**src/sv/chha_pkg.sv**
```systemverilog
`default_nettype none
package chha_pkg;

    localparam int DEF_MAX_HANDLES = 64;
    localparam int ADDR_W = 21;
    localparam int CNT_W = 7;
    localparam int HID_W = 6;

    localparam logic [ADDR_W-1:0] HDR_BYTES = 21'd8;
    localparam logic [ADDR_W-1:0] RESERVED_BYTES = 21'd16;
    localparam logic [ADDR_W-1:0] HEAP_RESET = 21'h100000;

    localparam logic [1:0] ST_OK = 2'd0;
    localparam logic [1:0] ST_NOSPACE = 2'd1;
    localparam logic [1:0] ST_NOHANDLE = 2'd2;
    localparam logic [1:0] ST_BADFREE = 2'd3;

    typedef enum logic [1:0] {
        OUT_RESP = 2'd0,
        OUT_MOVE = 2'd1,
        OUT_FIN  = 2'd2
    } out_kind_t;

    typedef struct packed {
        logic [ADDR_W-1:0] offs;
        logic [ADDR_W-1:0] size;
        logic [ADDR_W-1:0] req;
    } hent_t;

    typedef struct packed {
        logic       take_item;
        logic       grant;
        logic       hm_rd_hid;
        logic       free_apply;
        logic       srch_step;
        logic       set_found;
        logic       i_inc;
        logic       move_apply;
        logic       out_load;
        out_kind_t  out_kind;
        logic [1:0] resp_status;
    } cmd_t;

    typedef struct packed {
        logic is_free;
        logic nospace;
        logic nohandle;
        logic badfree;
        logic out_free;
        logic scan_end;
        logic ao_match;
        logic found;
        logic srch_done;
    } sts_t;

endpackage
`default_nettype wire

```
**src/sv/chha_ctrl.sv**
```systemverilog
`default_nettype none
module chha_ctrl import chha_pkg::*; (
    input  wire logic aclk,
    input  wire logic aresetn,
    input  wire logic s_valid,
    output logic      s_ready,
    input  wire sts_t sts,
    output cmd_t      cmd
);

    typedef enum logic [8:0] {
        S_IDLE  = 9'b000000001,
        S_CHK   = 9'b000000010,
        S_RESP  = 9'b000000100,
        S_HSRCH = 9'b000001000,
        S_FRD   = 9'b000010000,
        S_SRD   = 9'b000100000,
        S_AOW   = 9'b001000000,
        S_HRD   = 9'b010000000,
        S_FIN   = 9'b100000000
    } state_t;

    state_t state_reg, state_next;
    logic [1:0] st_reg, st_next;

    always_ff @(posedge aclk) begin
        if (!aresetn) begin
            state_reg <= S_IDLE;
            st_reg <= ST_OK;
        end else begin
            state_reg <= state_next;
            st_reg <= st_next;
        end
    end

    assign s_ready = (state_reg == S_IDLE);

    always_comb begin
        cmd = '0;
        cmd.out_kind = OUT_RESP;
        state_next = state_reg;
        st_next = st_reg;
        unique case (state_reg)
            S_IDLE: begin
                if (s_valid) begin
                    cmd.take_item = 1'b1;
                    state_next = S_CHK;
                end
            end
            S_CHK: begin
                if (!sts.is_free) begin
                    priority if (sts.nospace) begin
                        st_next = ST_NOSPACE;
                    end else if (sts.nohandle) begin
                        st_next = ST_NOHANDLE;
                    end else begin
                        cmd.grant = 1'b1;
                        st_next = ST_OK;
                    end
                    state_next = S_RESP;
                end else if (sts.badfree) begin
                    st_next = ST_BADFREE;
                    state_next = S_RESP;
                end else begin
                    cmd.hm_rd_hid = 1'b1;
                    state_next = S_FRD;
                end
            end
            S_RESP: begin
                if (sts.out_free) begin
                    cmd.out_load = 1'b1;
                    cmd.out_kind = OUT_RESP;
                    cmd.resp_status = st_reg;
                    state_next = (st_reg == ST_OK) ? S_HSRCH : S_IDLE;
                end
            end
            S_HSRCH: begin
                cmd.srch_step = 1'b1;
                if (sts.srch_done) begin
                    state_next = S_IDLE;
                end
            end
            S_FRD: begin
                cmd.free_apply = 1'b1;
                state_next = S_SRD;
            end
            S_SRD: begin
                state_next = sts.scan_end ? S_FIN : S_AOW;
            end
            S_AOW: begin
                if (sts.found) begin
                    state_next = S_HRD;
                end else begin
                    cmd.set_found = sts.ao_match;
                    cmd.i_inc = 1'b1;
                    state_next = S_SRD;
                end
            end
            S_HRD: begin
                if (sts.out_free) begin
                    cmd.move_apply = 1'b1;
                    cmd.out_load = 1'b1;
                    cmd.out_kind = OUT_MOVE;
                    state_next = S_SRD;
                end
            end
            S_FIN: begin
                if (sts.out_free) begin
                    cmd.out_load = 1'b1;
                    cmd.out_kind = OUT_FIN;
                    state_next = S_IDLE;
                end
            end
            default: begin
                state_next = S_IDLE;
            end
        endcase
    end

endmodule
`default_nettype wire

```
**config.mk**
```make
export PLATFORM = sky130hd
export DESIGN_NAME = chha_ctrl
export DESIGN_NICKNAME = d
export VERILOG_FILES = /design/src/sv/chha_pkg.sv /design/src/sv/chha_ctrl.sv
export SDC_FILE = /design/constraint.sdc
export NUM_CORES = 1
export LEC_CHECK = 0
export ABC_AREA = 1
export BUFFER_PORTS_ARGS = -buffer_cell sky130_fd_sc_hd__buf_2
export CORE_MARGIN = 3
export CORE_UTILIZATION = 39
export DETAILED_ROUTE_END_ITERATION = 12
export SLEW_MARGIN = 20
export SYNTH_ARGS = -nofsm -noshare
export SYNTH_HDL_FRONTEND = slang
export SYNTH_SLANG_ARGS = --single-unit
```
**constraint.sdc**
```tcl
create_clock -name aclk -period 2.1 [get_ports aclk]
set_input_delay 0.105 -clock aclk [delete_from_list [all_inputs] [get_ports aclk]]
set_output_delay 0.105 -clock aclk [all_outputs]
set_load 0.01 [all_outputs]
```
==> results.txt <==
Fin crit share - 76.5%
Post-layout util - 51.9%
Mapped Cells - 147
Fraction of layout cells with a size suffix above 1 - 29.7%
Via/cell ratio - 4.61
CTS tree - built
Critical path fanouts, max - 6
Detailed-routed wire length on met2 - 879 um
R2R depth - 10
Core area - 0.00204 mm^2
Cell Rows - 16
# DRC - 0
Detail Placement HPWL - 1720 um
CP Launch Point - state_reg[3]$_SDFFE_PN0P_
Asr flop ratio synth - 0%
EDFF count, synth - 0
Synth Flop Type - dfxtp_1
Hold_sp - sts[3]
Worst r2r src - state_reg[6]$_SDFFE_PN0P_
Clk slew on worst S/H paths - 0.07 ns
Total CTS buffers - 3
Power per cell area - 1180 mW/mm^2
Post-CTS Setup Inserts - 0
Pre-antenna DRT Iters - 4
Net Sw Power - 0.000647 W
DRT iter0 DRCs - 20
Worst-Margin Slew - 0.264 ns
Layout area overhead - 20.7%
Crit path to - cmd[11]
CTS resizes - 0
# port buffers - 25
H-tree depth - 1
Seq cells post-synth - 11
Synthesized area - 878 um^2
Die ar. - 0.00286 mm^2
Crit path DAT - 1.50 ns
Setup CP Type - flop to output pin
Sw frac - 51.6%
Gr usage total - 16.2%
Max cap viols - 0
Post-route ant nets - 0
Sink Count - 11
Post-layout power - 0.00125 W
Clock Latency Late Sink - 0.27 ns
Setup TNS - 0 ns
Sequential share of the synthesized area - 25.1%
WL final - 2020 um
Worst Setup End Kind - output pin
Clock skew - 0.00294 ns
CP required - 2.00 ns
Root Buffer Master - clkbuf_4
First-pass GRT wire length - 3390 um
Sequential share of power - 25.7%
Max transition margin - 82.2%
RSZ-0062 raised after global routing - false
Status - finished, final reports clean
Highest Signal Layer - met4
Hold Vio Cnt, Final - 0
Number of global-route vias before repair - 816
Highest clock rate - 622 MHz
Largest net degree at the start of global routing - 12
YS warnings - 0
Overall die height - 53.5 um
VDD IR max - 0.732 mV
Hold_buf cts - 0
Final nets - 188
Drt wl/cell - 9.99 um
Internal power - 0.000607 W
Unique masters post-synth - 24
Most frequent cell after synthesis - nor2_1
Antenna Cells - 0
Clock Path Buffers - 2
Fin crit period - 1.61 ns
Syn_area_per_cell - 5.98 um^2
I/O pin total - 26
Die W - 53.5 um
Max reg flops - 9
Synth top area cells - dfxtp_1 25%, nor2_1 15%, nand2_1 11%
Mapped Nets - 159
Met1 Wirelength - 1020 um
Final max-slew violation count - 0
Clock share of power - 11.9%
Logic pwr share - 62.4%
Setup slack, reg-to-reg - 0.69 ns
Top cell type's share of synthesized area - 25.1%
Wire length on met3 - 97 um
Crit start category - flop
RePlAce Congestion - 0.809
Starting Density - 43.0%
Worst r2r dst - state_reg[8]$_SDFFE_PN0P_
Initial antenna violation count - 0
Hold slack - 0.0907 ns
Grt total ovfl - 0
Via count - 931
Pleak - 0.649 nW
Yosys top cell by area - dfxtp_1
Final setup vio count - 0
Type of the most critical hold path - input port to flop
Commonest cells in the netlist - 35 x nor2_1, 25 x nand2_1, 24 x inv_1
placed cells by master, fill, tap and decap left out, types with 2 or more instances in the layout:
cell	netlist	layout
nand2_1	25	25
nand3_1	15	15
nor2_2	3	3
dfxtp_1	11	11
buf_2	0	25
clkbuf_4	0	3
inv_2	5	5
a21oi_1	2	2
nand3_2	2	2
nor2_4	3	3
nor4_1	2	2
inv_1	24	24
nor2_1	35	35
o21ai_0	2	2
nand2_4	2	2
nand2_2	6	6
through the flow:
stage | cell area (um^2) | worst slack (ns) | instances
2_1_floorplan | 878 | 0.833 | 147
3_3_place_gp | 1030 | 0.740 | 198
3_5_place_dp | 1030 | 0.719 | 198
4_1_cts | 1060 | 0.475 | 202
5_1_grt | 1060 | 0.340 | 202
6_report | 1060 | 0.493 | 202
cell families after synthesis:
| logic type | after synthesis | share of synthesized area [%] |
|---|---|---|
| compound gates | 7 | 5.84 |
| buf+inv | 30 | 12.8 |
| simple gates | 99 | 56.3 |
| flops | 11 | 25.1 |
power by group through the flow:
stage | registers [W] | clock network (W) | logic [W]
global route | 0.000328 | 0.000153 | 0.000891
detailed placement | 0.000326 | 0 | 0.000784
floorplan | 0.000314 | 0 | 0.000630
global placement | 0.000325 | 0 | 0.000782
finish | 0.000322 | 0.000150 | 0.000783
CTS | 0.000321 | 0.000149 | 0.000789
critical path: stages (launching register included):
cell and delay, ns:
dfxtp_1 0.39, nor2_4 0.15, nand2_4 0.08, nor2_4 0.15, nand2_1 0.12, nor4_1 0.16, buf_2 0.17
metal layers:
metal,up-vias,GRT usage (%)
met5,-,0
met4,0,6.38
met3,3,1.69
met2,21,25.7
met1,398,22.1
li1,509,-
area by class of cell:
class,instances,area [um^2]
fillers,227,982
multi-input cells,106,546
flip-flops and latches,11,220
repair buffers,25,125
inverters,29,109
well taps,27,33.8
clock buffers,4,26.3
worst min path at each step:
stage          cells after the start                   endpoint
6_report                           4  state_reg[6]$_SDFFE_PN0P_
5_1_grt                            4  state_reg[6]$_SDFFE_PN0P_
4_1_cts                            3     st_reg[0]$_SDFFE_PN0P_
3_5_place_dp                       3     st_reg[0]$_SDFFE_PN0P_
3_3_place_gp                       3     st_reg[1]$_SDFFE_PN0P_
2_1_floorplan                      2     st_reg[1]$_SDFFE_PN0P_
No activity file was read; power rests on OpenSTA's default activity.
